<file path="config.mk">
export PLATFORM = sky130hd
export DESIGN_NAME = packet_framer_xor_lrc_unit
export DESIGN_NICKNAME = d
export VERILOG_FILES = /design/src/rtl/pf_pkg.sv /design/src/rtl/pf_jobq.sv /design/src/rtl/pf_front.sv /design/src/rtl/pf_back.sv /design/src/rtl/packet_framer_xor_lrc_unit.sv
export SDC_FILE = /design/constraint.sdc
export NUM_CORES = 1
export LEC_CHECK = 0
export BUFFER_PORTS_ARGS = -buffer_cell sky130_fd_sc_hd__buf_4
export CELL_PAD_IN_SITES_DETAIL_PLACEMENT = 1
export CELL_PAD_IN_SITES_GLOBAL_PLACEMENT = 1
export CORE_MARGIN = 5
export CORE_UTILIZATION = 30
export DETAILED_ROUTE_END_ITERATION = 12
export MAX_ROUTING_LAYER = met4
export PLACE_DENSITY = 0.58
export SLEW_MARGIN = 15
export SYNTH_ARGS = -nofsm -noshare
export SYNTH_HDL_FRONTEND = slang
export SYNTH_SLANG_ARGS = --single-unit
</file>
<file path="constraint.sdc">
create_clock -name clk -period 4.2 [get_ports clk]
set_input_delay 0.84 -clock clk [delete_from_list [all_inputs] [get_ports clk]]
set_output_delay 0.84 -clock clk [all_outputs]
set_load 0.01 [all_outputs]
</file>
<file path="src/rtl/pf_pkg.sv">
package pf_pkg;

  localparam logic [7:0]  SYNC_HI      = 8'h55;
  localparam logic [7:0]  SYNC_LO      = 8'hAA;
  localparam logic [7:0]  TRAILER_PAD  = 8'h00;
  localparam logic [15:0] LEN_OVERHEAD = 16'd7;
  localparam int          NUM_SLOTS    = 8;

  // Byte positions of one item's output, in emission order.
  typedef enum logic [2:0] {
    SL_SYNC_HI,
    SL_SYNC_LO,
    SL_LEN_HI,
    SL_LEN_LO,
    SL_TYPE,
    SL_DATA,
    SL_PAD,
    SL_CSUM
  } pf_slot_t;

  typedef struct packed {
    logic [7:0]  data_byte;
    logic        has_payload;
    logic        first_of_packet;
    logic        last_of_packet;
    logic [7:0]  packet_type;
    logic [15:0] payload_length;
  } pf_in_t;

  typedef struct packed {
    logic [7:0] out_byte;
    logic       end_of_run;
    logic       end_of_packet;
  } pf_out_t;

  // One classified item: which slots to emit and the bytes they need.
  typedef struct packed {
    logic [NUM_SLOTS-1:0] mask;
    logic [7:0]           len_hi;
    logic [7:0]           len_lo;
    logic [7:0]           ptype;
    logic [7:0]           data;
    logic [7:0]           csum;
  } pf_job_t;

  typedef struct packed {
    logic full;
    logic empty;
  } pf_qstat_t;

endpackage

</file>
<file path="src/rtl/pf_jobq.sv">
module pf_jobq
  import pf_pkg::*;
#(
  parameter int DEPTH = 4
) (
  input  logic      clk,
  input  logic      rst_n,
  input  logic      push,
  input  pf_job_t   push_job,
  input  logic      pop,
  output pf_job_t   head_job,
  output pf_qstat_t stat
);

  localparam int PTR_W = (DEPTH > 1) ? $clog2(DEPTH) : 1;
  localparam int CNT_W = $clog2(DEPTH + 1);

  pf_job_t            mem_r [DEPTH];
  logic [PTR_W-1:0]   wr_ptr_r, wr_ptr_nxt;
  logic [PTR_W-1:0]   rd_ptr_r, rd_ptr_nxt;
  logic [CNT_W-1:0]   count_r, count_nxt;
  logic               do_push, do_pop;

  assign stat.full  = (count_r == CNT_W'(DEPTH));
  assign stat.empty = (count_r == '0);
  assign do_push    = push && !stat.full;
  assign do_pop     = pop && !stat.empty;
  assign head_job   = mem_r[rd_ptr_r];

  always_comb begin
    wr_ptr_nxt = wr_ptr_r;
    rd_ptr_nxt = rd_ptr_r;
    count_nxt  = count_r;
    if (do_push) begin
      wr_ptr_nxt = (wr_ptr_r == PTR_W'(DEPTH - 1)) ? '0 : wr_ptr_r + 1'b1;
    end
    if (do_pop) begin
      rd_ptr_nxt = (rd_ptr_r == PTR_W'(DEPTH - 1)) ? '0 : rd_ptr_r + 1'b1;
    end
    if (do_push && !do_pop) begin
      count_nxt = count_r + 1'b1;
    end else if (do_pop && !do_push) begin
      count_nxt = count_r - 1'b1;
    end
  end

  always_ff @(posedge clk) begin
    if (!rst_n) begin
      wr_ptr_r <= '0;
      rd_ptr_r <= '0;
      count_r  <= '0;
    end else begin
      wr_ptr_r <= wr_ptr_nxt;
      rd_ptr_r <= rd_ptr_nxt;
      count_r  <= count_nxt;
    end
  end

  always_ff @(posedge clk) begin
    if (do_push) begin
      mem_r[wr_ptr_r] <= push_job;
    end
  end

endmodule

</file>
<file path="src/rtl/pf_front.sv">
module pf_front
  import pf_pkg::*;
(
  input  logic    clk,
  input  logic    rst_n,
  input  logic    in_push,
  input  pf_in_t  in_data,
  input  logic    q_full,
  output logic    job_push,
  output pf_job_t job
);

  logic        in_packet_r, in_packet_nxt;
  logic [7:0]  xor_r, xor_nxt;
  logic [15:0] total;
  logic [7:0]  hdr_xor, base_xor, new_xor;
  logic        accept, active;

  assign accept  = in_push && !q_full;
  assign active  = in_data.first_of_packet || in_packet_r;
  assign total   = in_data.payload_length + LEN_OVERHEAD;
  assign hdr_xor = SYNC_HI ^ SYNC_LO ^ total[15:8] ^ total[7:0] ^ in_data.packet_type;
  assign base_xor = in_data.first_of_packet ? hdr_xor : xor_r;
  assign new_xor  = base_xor ^ (in_data.has_payload ? in_data.data_byte : 8'h00);

  always_comb begin
    job.mask   = {in_data.last_of_packet, in_data.last_of_packet, in_data.has_payload,
                  {5{in_data.first_of_packet}}} & {NUM_SLOTS{active}};
    job.len_hi = total[15:8];
    job.len_lo = total[7:0];
    job.ptype  = in_data.packet_type;
    job.data   = in_data.data_byte;
    job.csum   = new_xor;
  end

  // Items that emit nothing never reach the queue.
  assign job_push = accept && (job.mask != '0);

  always_comb begin
    in_packet_nxt = in_packet_r;
    xor_nxt       = xor_r;
    if (accept && active) begin
      in_packet_nxt = !in_data.last_of_packet;
      xor_nxt       = in_data.last_of_packet ? 8'h00 : new_xor;
    end
  end

  always_ff @(posedge clk) begin
    if (!rst_n) begin
      in_packet_r <= 1'b0;
      xor_r       <= 8'h00;
    end else begin
      in_packet_r <= in_packet_nxt;
      xor_r       <= xor_nxt;
    end
  end

endmodule

</file>
<file path="src/rtl/pf_back.sv">
module pf_back
  import pf_pkg::*;
(
  input  logic      clk,
  input  logic      rst_n,
  input  pf_job_t   job,
  input  pf_qstat_t q_stat,
  output logic      job_pop,
  output logic      out_empty,
  input  logic      out_pop,
  output pf_out_t   out_data
);

  logic [NUM_SLOTS-1:0] sent_r, sent_nxt;
  logic [NUM_SLOTS-1:0] remaining, cur_bit, rest;
  pf_slot_t             cur;
  logic                 job_last, advance;
  logic                 out_valid_r, out_valid_nxt;
  pf_out_t              out_r;
  logic [7:0]           cur_byte;

  assign remaining = job.mask & ~sent_r;

  // Lowest slot not yet sent.
  always_comb begin
    cur = SL_CSUM;
    for (int i = NUM_SLOTS - 1; i >= 0; i--) begin
      if (remaining[i]) begin
        cur = pf_slot_t'(3'(i));
      end
    end
  end

  assign cur_bit  = NUM_SLOTS'(1) << cur;
  assign rest     = remaining & ~cur_bit;
  assign job_last = (rest == '0);
  assign advance  = !q_stat.empty && (!out_valid_r || out_pop);
  assign job_pop  = advance && job_last;

  always_comb begin
    unique case (cur)
      SL_SYNC_HI: cur_byte = SYNC_HI;
      SL_SYNC_LO: cur_byte = SYNC_LO;
      SL_LEN_HI:  cur_byte = job.len_hi;
      SL_LEN_LO:  cur_byte = job.len_lo;
      SL_TYPE:    cur_byte = job.ptype;
      SL_DATA:    cur_byte = job.data;
      SL_PAD:     cur_byte = TRAILER_PAD;
      SL_CSUM:    cur_byte = job.csum;
    endcase
  end

  always_comb begin
    sent_nxt      = sent_r;
    out_valid_nxt = out_valid_r;
    if (advance) begin
      sent_nxt      = job_last ? '0 : (sent_r | cur_bit);
      out_valid_nxt = 1'b1;
    end else if (out_pop) begin
      out_valid_nxt = 1'b0;
    end
  end

  always_ff @(posedge clk) begin
    if (!rst_n) begin
      sent_r      <= '0;
      out_valid_r <= 1'b0;
    end else begin
      sent_r      <= sent_nxt;
      out_valid_r <= out_valid_nxt;
    end
  end

  always_ff @(posedge clk) begin
    if (advance) begin
      out_r.out_byte      <= cur_byte;
      out_r.end_of_run    <= job_last;
      out_r.end_of_packet <= (cur == SL_CSUM);
    end
  end

  assign out_empty = !out_valid_r;
  assign out_data  = out_r;

endmodule

</file>
<file path="src/rtl/packet_framer_xor_lrc_unit.sv">
// Serial packet framer with an 8-bit XOR check byte.
// Input queue side: in_data is taken when in_push is high and in_full low.
// An item with first_of_packet emits the header 55 AA len_hi len_lo type
// (length = payload_length + 7), an item with has_payload emits its byte,
// an item with last_of_packet emits 00 and the XOR of the packet's bytes.
// Items outside a packet without first_of_packet produce nothing.
// Output queue side: out_data is valid while out_empty is low and is
// transferred when out_pop is high.
// The first byte of an item passes the job queue, then the output register.
// Throughput: one output byte per cycle while out_pop stays high, set by the
// single output register; an item producing k bytes holds the back end until
// all k are sent, so one-byte payload items stream at one per cycle. A
// JOB_DEPTH deep queue between the classifier and the byte sequencer absorbs
// header and trailer bursts. When out_pop stays low the output byte holds;
// the queue fills and in_full rises after at most JOB_DEPTH more emitting
// items. Reset (rst_n low, synchronous) empties the queue and output and
// closes any open packet.
module packet_framer_xor_lrc_unit
  import pf_pkg::*;
#(
  parameter int JOB_DEPTH = 4
) (
  input  logic    clk,
  input  logic    rst_n,
  input  logic    in_push,
  output logic    in_full,
  input  pf_in_t  in_data,
  output logic    out_empty,
  input  logic    out_pop,
  output pf_out_t out_data
);

  pf_job_t   fe_job, head_job;
  logic      fe_push, be_pop;
  pf_qstat_t q_stat;

  assign in_full = q_stat.full;

  pf_front u_front (
    .clk      (clk),
    .rst_n    (rst_n),
    .in_push  (in_push),
    .in_data  (in_data),
    .q_full   (q_stat.full),
    .job_push (fe_push),
    .job      (fe_job)
  );

  pf_jobq #(
    .DEPTH (JOB_DEPTH)
  ) u_jobq (
    .clk      (clk),
    .rst_n    (rst_n),
    .push     (fe_push),
    .push_job (fe_job),
    .pop      (be_pop),
    .head_job (head_job),
    .stat     (q_stat)
  );

  pf_back u_back (
    .clk       (clk),
    .rst_n     (rst_n),
    .job       (head_job),
    .q_stat    (q_stat),
    .job_pop   (be_pop),
    .out_empty (out_empty),
    .out_pop   (out_pop),
    .out_data  (out_data)
  );

endmodule

</file>
Word-level counts from Yosys, hierarchy flattened
Memories as Yosys holds them, arrays and structs flattened. A register that Yosys moved wholly into a read port is not among the register bits.
Cells that the tools add are included.
- flip-flop bits (word level): 35
- memories: 1
- output and inout port bits: 12
- input bits: 39
- word-level logic and storage cells: 82
- bits in writable memories: 192
- memories (name ; depth ; bits a word ; read ports ; clocked after memory_dff ; wr ports ; line ; source):
    u_jobq.mem_r ; 4 ; 48 ; 1 ; 1 ; 1 ; pf_jobq.sv:18 ; pf_job_t mem_r [DEPTH];
- shift operators: 1
- eq/ne operators: 10
- add/sub/neg operators: 5
- reduce and logical (&&, ||, !) cells: 23
- multiplexer cells: 22
- bitwise operators: 10
- operators with widths (operator ; count):
    $pmux 8 s8 ; 1
    $mux 8 ; 4
    $and 8x8->8 ; 3
    $not 8->8 ; 3
    $xor 8x8->8 ; 3
    $mux 3 ; 6
    $add 16x3->16 const B ; 1
    $eq 3x3->1 const B ; 5
    $mux 2 ; 6
    $logic_and 1x1->1 ; 9
    $logic_not 8->1 ; 1
    $or 8x8->8 ; 1
    $reduce_bool 8->1 ; 1
    $shl 1x3->8 const A ; 1
    $eq 3x2->1 const B ; 2
    $logic_not 1->1 ; 6
    $logic_not 3->1 ; 2
    $mux 1 ; 5
    $add 2x1->2 const B ; 2
    $eq 2x2->1 const B ; 2
    $reduce_bool 2->1 ; 2
    $add 3x1->3 const B ; 1
    $eq 3x1->1 const B ; 1
    $sub 3x1->3 const B ; 1
    $logic_or 1x1->1 ; 2

Depth between registers and ports, before layout
Gate-level depths: netlist of run 1.
- depth in word-level cells: 18
- mapped depth: 13
- depth with buffers taken out: 11

Cells and area by module
A second synthesis of run 1 with hierarchy kept.
- cells, all modules: 635
- area total of the unflattened synthesis: 10118.5 µm²
- by module, submodules not included (module ; area each (µm²) ; cells an instance ; instances ; seq. area each (µm²)):
    pf_jobq ; 7393.3 ; 301 ; 1 ; 5945.7
    pf_front ; 1468.9 ; 200 ; 1 ; 180.2
    pf_back ; 1256.2 ; 134 ; 1 ; 480.5

Worst setup path before layout of run 1
No wires, ideal clock.
- kind: input port to flip-flop
- from: in out_pop
- to: reg u_jobq.count_r[2]
- data required time: 4124 ps
- slack: 1216 ps
- setup time: 76 ps
- arrival time: 2909 ps
- stages on the path: 9
- path buffers: 0
- path through: inv_1 -> a21oi_1 -> nand3b_4 -> ha_1 -> inv_1 -> fa_1 -> xor2_1 -> or3_1 -> a21boi_0
- longest elaborated chain between the ends: 7
- elaborated cells between the ends (all ways): 9
- classes of those cells: 1 x mux; 8 x reduce/logical
- ends and longest elaborated chain (item ; line ; source):
    start, declared ; packet_framer_xor_lrc_unit.sv:29 ; input logic out_pop,
    $logic_or 1x1->1 * ; pf_back.sv:37 ; assign advance = !q_stat.empty && (!out_valid_r || out_pop);
    $logic_and 1x1->1 * ; pf_back.sv:37 ;
    net u_back.advance ; pf_back.sv:17 ; logic job_last, advance;
    $logic_and 1x1->1 * ; pf_back.sv:38 ; assign job_pop = advance && job_last;
    $logic_and 1x1->1 * ; pf_jobq.sv:27 ; assign do_pop = pop && !stat.empty;
    $logic_not 1->1 ; pf_jobq.sv:40 ; if (do_push && !do_pop) begin
    $logic_and 1x1->1 ; pf_jobq.sv:40 ;
    $mux 3 or $reduce_bool 2->1 (tied branches) ; -- ;
    end signal, assigned ; pf_jobq.sv:55 ; count_r <= count_nxt;
    end, declared ; pf_jobq.sv:21 ; logic [CNT_W-1:0] count_r, count_nxt;
Mark *: on every way through the listed nets, which the timed path passes. The rest lies on a longest branch.
A chain may end at the register's enable or synchronous reset.

==> impl_metrics.csv, run 1 <==
group,metric,value,unit
die,core,29700,um2
sta,rsz0062_at_grt,"false",
sta,final.setup_skew,0.0150,ns
placement,gp_congestion,0.804,
placement,hpwl,14500,um
setup_path,required,4.63,ns
logic_synthesis,syn_nets,612,
cells_and_area,final_cell_mix,"182 x edfxtp_1, 62 x buf_4, 41 x mux4_2",
sta,setup_viol,0,
cells_and_area,syn2layout_area_growth,17.6,%
sta,layout_min_cycle_time,3.48,ns
pwr,power.density,560,nW/um2
clock_network,clk_latency,0.51,ns
global_routing,grt_overflow,0,
die,floorplan.initialDensity,30.4,%
pwr,ir_drop,289,uV
clock_network,post_cts_buffers,0,
logic_synthesis,muxShareOfSynthArea,11.6,%
die,ios,51,
logic_synthesis,synth.distinct_cells,64,
route,dr.first_iter.drc_count,353,
logic_synthesis,synth-main-ff-cell,"edfxtp_1",
route,drt_wl_total,21600,um
logic_synthesis,yosys_register_bits,209,
sta,period_share,83.0,%
sta,hold_viol,0,
die,die_area,33700,um2
placement,place_inst,994,
route,antenna_left,0,
setup_path,critPathLaunchType,"flip-flop",
pwr,p_leak,3.59,nW
worst_hold_path,hold_class,"reg -> reg",
setup_path,critPathArrivalTime,3.91,ns
clock_network,cts_buffers,23,
route,drc,0,
setup_path,r2r_slack,0.72,ns
clock_network,clock_sinks,209,
logic_synthesis,synthAdderAreaFrac,1.19,%
die,die_y,184,um
setup_path,reg2reg_depth,11,
worst_hold_path,holdCritStartpoint,"u_front.xor_r[6]",
logic_synthesis,syn-cell-area,9040,um2
route,detail_route.wl_per_cell,20.9,um
sta,tns,0,ns
logic_synthesis,synthArstFlopShare,0,%
cells_and_area,fin_nets,676,
clock_network,ctsHoldBuffers,0,
clock_network,clk_pin_slew_worst_paths,0.06,ns
cells_and_area,final_common_cell,"edfxtp_1",
route,routed_via_density,4.85,
clock_network,clockBufferDepth,3,
clock_network,cts_tree,"yes",
cells_and_area,drive_gt1_share,25.3,%
sta,drv_slew,0,
worst_hold_path,whs_endpoint,"u_front.xor_r[6]",
clock_network,root_buffer,"clkbuf_16",
pwr,power,5.95,mW
logic_synthesis,yosysWarnings,0,
run,cap_violations,0,
global_routing,grt_pass1_vias,5603,
sta,max_freq,287,MHz
cells_and_area,num_antenna_cells,0,
logic_synthesis,synth_simple_gate_area_share,7.89,%
logic_synthesis,synth_compound_area_share,6.02,%
cells_and_area,fin_cells,1035,
setup_path,cp-end-kind,"flip-flop",
worst_hold_path,hold_path_depth,1,
setup_path,critPathMaxFanout,13,
logic_synthesis,synth_xor_area_share,4.72,%
run_status,outcome,"finished clean",
logic_synthesis,synth-edff-count,182,
global_routing,grt_start_max_net_pins,44,
sta,worstMarginPinSlew,0.721,ns
global_routing,track_usage,13.3,%
global_routing,antenna_found_initial,0,
placement,numPortBuffers,50,
clock_network,post_cts_resized,0,
logic_synthesis,syn_area_per_cell,16.0,um2
logic_synthesis,ys_seq_area_share,66.5,%
logic_synthesis,syn_inst,565,
die,die_w,184,um
logic_synthesis,synth_top_family_by_area,"multiplexers",
sta,slew_headroom,52.0,%
setup_path,path_class,"reg -> reg",
global_routing,grt_pass1_wl,33800,um
route,dr.pass1.iters,4,
setup_path,reg2reg_to,"u_jobq.count_r[2]",
clock_network,cts-htree-levels,1,
route,dr_total_vias,5016,
die,num_rows,63,
[power breakdown]
part	switching (mW)	internal [mW]	total, mW
combinational	0.755	0.548	1.30
clock	0.808	1.19	2.00
sequential	0.0943	2.55	2.65
total	1.66	4.29	5.95
[metal layers]
metal	part of all wire (%)	up-vias	track usage, %
met4	2.1	0	3.22
met3	3.4	35	1.76
li1	-	2301	-
met1	44	2590	17.0
met2	50	90	22.4
met5	0	-	-
[how the worst max path moves through the flow]
stage | start | end | slack, ns
floorplan | out_pop | u_jobq.count_r[2] | 1.22
global placement | in_data[0] | u_front.xor_r[0] | 0.89
detailed placement | flip-flop | u_jobq.count_r[2] | 0.69
CTS | flip-flop | u_jobq.count_r[2] | 0.65
global route | flip-flop | u_jobq.count_r[2] | 0.42
finish | flip-flop | u_jobq.count_r[2] | 0.72
[cell families (layout without fill, tap and decap cells)]
| family | Yosys count | after routing |
|---|---|---|
| flops | 209 | 209 |
| simple gates | 131 | 131 |
| compound gates | 81 | 81 |
| mux | 53 | 53 |
| buf+inv | 42 | 122 |
| xor+xnor | 41 | 41 |
| fa+ha+maj | 8 | 8 |
[synthesized netlist by cell type (10+ instances only)]
library cell	count	area (um2)
xor2_1	18	158
mux4_2	41	923
dfxtp_1	27	541
nor2_1	30	113
a22o_1	12	105
o21ai_0	14	70.1
a21oi_1	21	105
and2_1	10	62.6
nand2_1	38	143
xnor2_1	17	149
mux2i_1	10	100
clkbuf_1	10	37.5
inv_1	17	63.8
edfxtp_1	182	5470
[layout make-up]
type | instances | area [um2]
multi-input combinational | 314 | 2850
timing repair buffer | 63 | 485
sequential | 209 | 6010
inverter | 18 | 67.6
clock inverter | 12 | 134
clock buffer | 29 | 598
fill | 3047 | 19100
tap | 390 | 488
[critical path, stage by stage (launching register included)]
cell and delay [ns]:
dfxtp_2 0.45, mux4_2 0.44, o21a_1 0.40, nor3_1 0.12
a221oi_1 0.41, nand3b_4 0.26, ha_1 0.19, inv_1 0.06
fa_1 0.37, xor2_1 0.18, or3_1 0.32, a21boi_0 0.19
[stage by stage]
stage | utilization (%) | area [um2] | hold WS, ns | setup WS [ns]
detailed placement | 33.3 | 9900 | 0.459 | 0.695
finish | 35.8 | 10600 | 0.479 | 0.715
floorplan | - | 9040 | 0.440 | 1.22
global placement | 33.3 | 9900 | 0.454 | 0.888
global route | 35.8 | 10600 | 0.496 | 0.422
CTS | 35.8 | 10600 | 0.482 | 0.647
[registers in the layout, indices dropped and copies added, names as in the netlist, named ones only]
| signal | flops |
|---|---|
| u_back.out_data | 10 |
| u_front.in_packet_r | 1 |
| u_jobq.wr_ptr_r | 2 |
| u_jobq.rd_ptr_r | 2 |
| u_back.out_valid_r | 1 |
| u_back.sent_r | 8 |
| u_front.xor_r | 8 |
| u_jobq.mem_r | 172 |
| u_jobq.count_r | 3 |
(Power assumes the default switching activity.)
==> run 2: changes to the inputs <==
--- a/config.mk
+++ b/config.mk
@@ -12,7 +12,7 @@
 export CORE_UTILIZATION = 30
 export DETAILED_ROUTE_END_ITERATION = 12
 export MAX_ROUTING_LAYER = met4
-export PLACE_DENSITY = 0.58
+export PLACE_DENSITY = 0.6
 export SLEW_MARGIN = 15
 export SYNTH_ARGS = -nofsm -noshare
 export SYNTH_HDL_FRONTEND = slang
==> constraint.sdc (replaced) <==
create_clock -name clk -period 3.18 [get_ports clk]
set_input_delay 0.636 -clock clk [delete_from_list [all_inputs] [get_ports clk]]
set_output_delay 0.636 -clock clk [all_outputs]
set_load 0.01 [all_outputs]
==> run 2 against run 1 <==
Compared with the run above: wire length increased by 1.2%; largest power group unchanged; critical endpoint unchanged; register-to-register slack got worse by 0.46 ns; die area unchanged; sequential power increased by 32%; first-iteration DRC count decreased by 25%; highest routed layer unchanged; core utilization increased by 0.65 points.
==> impl_metrics.csv, run 2 (synthesis results as in run 1) <==
group,metric,value,unit
clock_network,clk_pin_slew_worst_paths,0.06,ns
route,antenna_left,0,
setup_path,reg2reg_depth,11,
sta,rsz0062_at_grt,"false",
route,dr_total_vias,5100,
cells_and_area,final_core_util,36.4,%
route,dr.pass1.iters,4,
clock_network,cts_buffers,24,
clock_network,root_buffer,"clkbuf_16",
sta,final.setup_skew,0.00705,ns
die,die_y,184,um
worst_hold_path,whs_endpoint,"u_jobq.mem_r[0][16]",
global_routing,grt_pass1_wl,33800,um
die,num_rows,63,
setup_path,worst-path-buf-inv,1,
die,floorplan.initialDensity,30.4,%
sta,tns,0,ns
setup_path,slowest_stage,"dfxtp_4",
cells_and_area,num_antenna_cells,0,
route,drc,0,
setup_path,crit_path_max_incr_delay,0.41,ns
sta,setup_viol,0,
setup_path,reg2reg_to,"u_jobq.count_r[2]",
setup_path,cp-end-kind,"flip-flop",
sta,max_freq,342,MHz
run,cap_violations,0,
clock_network,cts-htree-levels,1,
global_routing,antenna_found_initial,0,
sta,drv_slew,0,
clock_network,clock_sinks,209,
setup_path,path_class,"reg -> reg",
global_routing,grt_overflow,0,
die,core,29700,um2
pwr,power,8.01,mW
die,die_area,33700,um2
cells_and_area,largest_reg_flops,172,
cells_and_area,drive_gt1_share,27.1,%
pwr,p_leak,3.67,nW
route,detail_route.wl_per_cell,20.9,um
worst_hold_path,hold_class,"in -> reg",
cells_and_area,final_common_cell,"edfxtp_1",
placement,numPortBuffers,50,
global_routing,track_usage,13.4,%
sta,worstMarginPinSlew,0.641,ns
clock_network,clk_latency,0.51,ns
worst_hold_path,holdCritStartpoint,"in_data[16]",
cells_and_area,syn2layout_area_growth,19.7,%
cells_and_area,final_cell_mix,"182 x edfxtp_1, 68 x buf_4, 41 x mux4_2",
setup_path,critPathArrivalTime,3.36,ns
run_status,outcome,"finished clean",
global_routing,grt_pass1_vias,5692,
placement,hpwl,14500,um
setup_path,r2r_slack,0.26,ns
die,ios,51,
sta,slew_headroom,56.9,%
route,dr.first_iter.drc_count,266,
placement,gp_congestion,0.790,
setup_path,cp_top_family,"compound AO/OA/AOI/OAI gates",
die,die_w,184,um
route,drt_wl_total,21900,um
sta,layout_min_cycle_time,2.92,ns
setup_path,critPathLaunchType,"flip-flop",
clock_network,clockBufferDepth,3,
pwr,power.density,740,nW/um2
cells_and_area,top_register,"u_jobq.mem_r",
global_routing,grt_start_max_net_pins,44,
sta,hold_viol,0,
worst_hold_path,hold_path_depth,1,
setup_path,required,3.62,ns
setup_path,crit_path_cell_trace,"mux2_2 -> a22oi_2 -> nor4_1 -> a221oi_2 -> nand3b_4 -> ha_1 -> inv_1 -> fa_1 -> xor2_1 -> or3_1 -> a21boi_1",
clock_network,cts_tree,"yes",
setup_path,critPathMaxFanout,8,
route,routed_via_density,4.87,
sta,period_share,91.8,%
pwr,ir_drop,509,uV
cells_and_area,fin_nets,687,
[run 2: how the worst max path moves through the flow]
| stage | start | end | slack, ns | cells after the start |
|---|---|---|---|---|
| after floorplan | flip-flop | u_jobq.count_r[2] | 0.21 | 12 |
| after global placement | in_data[0] | u_jobq.mem_r[0][4] | 0.20 | 9 |
| after detailed placement | flip-flop | u_jobq.count_r[2] | 0.04 | 11 |
| after CTS | flip-flop | u_jobq.count_r[2] | 0.02 | 11 |
| after global routing | flip-flop | u_jobq.count_r[2] | 0.05 | 11 |
| final | flip-flop | u_jobq.count_r[2] | 0.26 | 11 |
[run 2: where the power goes]
group          internal, mW  total, mW  switching (mW)
clock network          1.64       2.69            1.05
logic                 0.784       1.81            1.03
registers              3.37       3.51           0.136
[run 2: repair_timing]
action | CTS | global route
endpoints found under the hold margin | 0 | 0
setup endpoints to repair | 1 | 1
pin swaps | 1 | 1
resized for setup | 1 | 9
gates cloned | 0 | 0
hold buffers | 0 | 0
buffers inserted | 1 | 0
[run 2: per-layer routing]
metal	global-route usage [%]	vias up	wire, um
met5	-	-	0
li1	-	2322	-
met1	16.6	2619	9390
met3	2.24	45	832
met4	4.53	0	734
met2	22.3	114	10900
[run 2: cell type report]
cell class                      count  area (um2)
Fill cell                        3011       18900
Sequential cell                   209        6010
Multi-Input combinational cell    314        2880
Clock buffer                       39         728
Timing Repair Buffer               73         602
Tap cell                          390         488
Inverter                           18        67.6
Clock inverter                      5        48.8
[run 2: per-stage QoR]
stage	std cells	hold WS [ns]	setup WS (ns)	area, um2
3_5_place_dp	1003	0.464	0.0408	10000
6_report	1048	0.342	0.260	10800
4_1_cts	1048	0.328	0.0211	10800
3_3_place_gp	1003	0.451	0.195	10000
5_1_grt	1048	0.323	0.0517	10800
2_1_floorplan	565	0.440	0.209	9040
==> run 3: changes to the inputs <==
==> constraint.sdc (replaced) <==
create_clock -name clk -period 3.18 [get_ports clk]
set_input_delay 0.795 -clock clk [delete_from_list [all_inputs] [get_ports clk]]
set_output_delay 0.795 -clock clk [all_outputs]
set_load 0.01 [all_outputs]
==> run 3 against run 2 <==
Compared with the run above: non-clock buffer count increased by 3; cell count up 0.19%; combinational power about the same; highest routed layer unchanged; core utilization barely moved.
==> impl_metrics.csv, run 3 (synthesis results as in run 1) <==
group,metric,value,unit
run_status,outcome,"finished clean",
global_routing,track_usage,13.3,%
setup_path,path_class,"reg -> reg",
cells_and_area,top_register,"u_jobq.mem_r",
route,drc,0,
setup_path,critPathLaunchType,"flip-flop",
cells_and_area,largest_reg_flops,172,
run,cap_violations,0,
clock_network,clk_pin_slew_worst_paths,0.06,ns
cells_and_area,fin_nets,690,
cells_and_area,final_common_cell,"edfxtp_1",
global_routing,groute.layer.met2.usage,23.1,%
die,core,29700,um2
die,die_area,33700,um2
setup_path,cp_top_family,"compound AO/OA/AOI/OAI gates",
setup_path,critPathArrivalTime,3.46,ns
setup_path,required,3.60,ns
route,dr.pass1.iters,4,
route,antenna_left,0,
sta,setup_viol,0,
route,detail_route.wl_per_cell,20.6,um
sta,fin_ws,0.141,ns
cells_and_area,final_cell_mix,"182 x edfxtp_1, 72 x buf_4, 41 x mux4_2",
sta,period_share,95.6,%
pwr,power.density,741,nW/um2
setup_path,worst-path-buf-inv,2,
global_routing,grt_start_max_net_pins,44,
setup_path,slowest_stage,"mux4_2",
global_routing,grt_use_met3,1.86,%
clock_network,clock_sinks,209,
global_routing,antenna_found_initial,0,
sta,drv_slew,0,
cells_and_area,syn2layout_area_growth,19.9,%
sta,max_freq,329,MHz
route,dr_total_vias,5099,
global_routing,grt_pass1_vias,5625,
setup_path,critPathMaxFanout,12,
pwr,p_leak,3.69,nW
cells_and_area,num-fill-cells,3018,
setup_path,cp-end-kind,"flip-flop",
setup_path,crit_path_max_incr_delay,0.52,ns
setup_path,crit_path_cell_trace,"mux4_2 -> buf_4 -> o21ai_1 -> a21o_1 -> a22oi_1 -> nand3b_4 -> ha_1 -> inv_1 -> fa_1 -> xor2_1 -> or3_1 -> a21boi_0",
die,num_rows,63,
sta,worstMarginPinSlew,0.570,ns
die,die_w,184,um
placement,numPortBuffers,50,
global_routing,grt_overflow,0,
die,floorplan.initialDensity,30.4,%
global_routing,grt_pass1_wl,33600,um
die,ios,51,
clock_network,ctsHoldBuffers,0,
die,die_y,184,um
sta,whs,0.495,ns
route,routed_via_density,4.86,
cells_and_area,num_antenna_cells,0,
sta,final.setup_skew,0.00668,ns
sta,hold_viol,0,
sta,layout_min_cycle_time,3.04,ns
clock_network,root_buffer,"clkbuf_16",
clock_network,cts-htree-levels,1,
global_routing,grt-busiest-layer,"met2",
cells_and_area,multiInputGateArea,2850,um2
global_routing,grtUsageMet1,16.4,%
route,drt_wl_total,21600,um
placement,post-place-ws,-0.00998,ns
placement,gp_congestion,0.837,
clock_network,clk_latency,0.51,ns
sta,slew_headroom,61.7,%
clock_network,clockBufferDepth,3,
cells_and_area,regArea,6010,um2
cells_and_area,drive_gt1_share,27.1,%
pwr,ir_drop,382,uV
worst_hold_path,hold_class,"reg -> reg",
clock_network,cts_tree,"yes",
route,dr.first_iter.drc_count,303,
clock_network,cts_buffers,24,
placement,hpwl,14400,um
[run 3: changes by cell type in the layout (fill, tap and decap cells not counted), sizes merged]
cell and change:
buf +3, bufinv +2, clkbuf -12, clkinv +8, clkinvlp +1
[run 3: per-layer routing]
layer,vias to the layer above,wire [um]
li1,2337,-
met4,0,469
met2,76,11100
met5,-,0
met3,33,571
met1,2653,9460
[run 3: path summary, 6_finish.rpt]
path	from	endpoint	slack [ns]	cells after the start
setup / recovery	flip-flop	u_jobq.count_r[2]	0.14	12
hold / removal	u_front.xor_r[6]	u_front.xor_r[6]	0.49	1
setup reg to reg	flip-flop	u_jobq.count_r[2]	0.14	12
hold reg to reg	u_front.xor_r[6]	u_front.xor_r[6]	0.49	1
[run 3: area by class of cell]
cell class              count  area share [%]
inverters                  18           0.624
repair buffers             76            5.73
clock buffers              27            5.85
flip-flops and latches    209            55.5
clock inverters            16            1.43
well taps                 390            4.51
multi-input cells         314            26.3
[run 3: through the flow]
stage	std cells	TNS (ns)	util, %	total power, mW	cell area, um2
finish	1050	0	36.4	8.03	10800
global route	1050	-0.000189	36.4	8.43	10800
CTS	1050	0	36.4	8.15	10800
detailed placement	1007	-0.00998	33.8	5.38	10000
global placement	1007	0	33.8	5.31	10000
floorplan	565	0	-	4.66	9040
[run 3: power by group]
part	internal, mW	total (mW)	switching [mW]
logic	0.775	1.78	1.00
clock network	1.67	2.74	1.07
registers	3.37	3.51	0.139
total	5.82	8.03	2.21
[run 3: timing repair]
action                                  4_1_cts  5_1_grt
endpoints found under the setup margin        0        1
resized for setup                             0        4
setup buffers                                 0        0
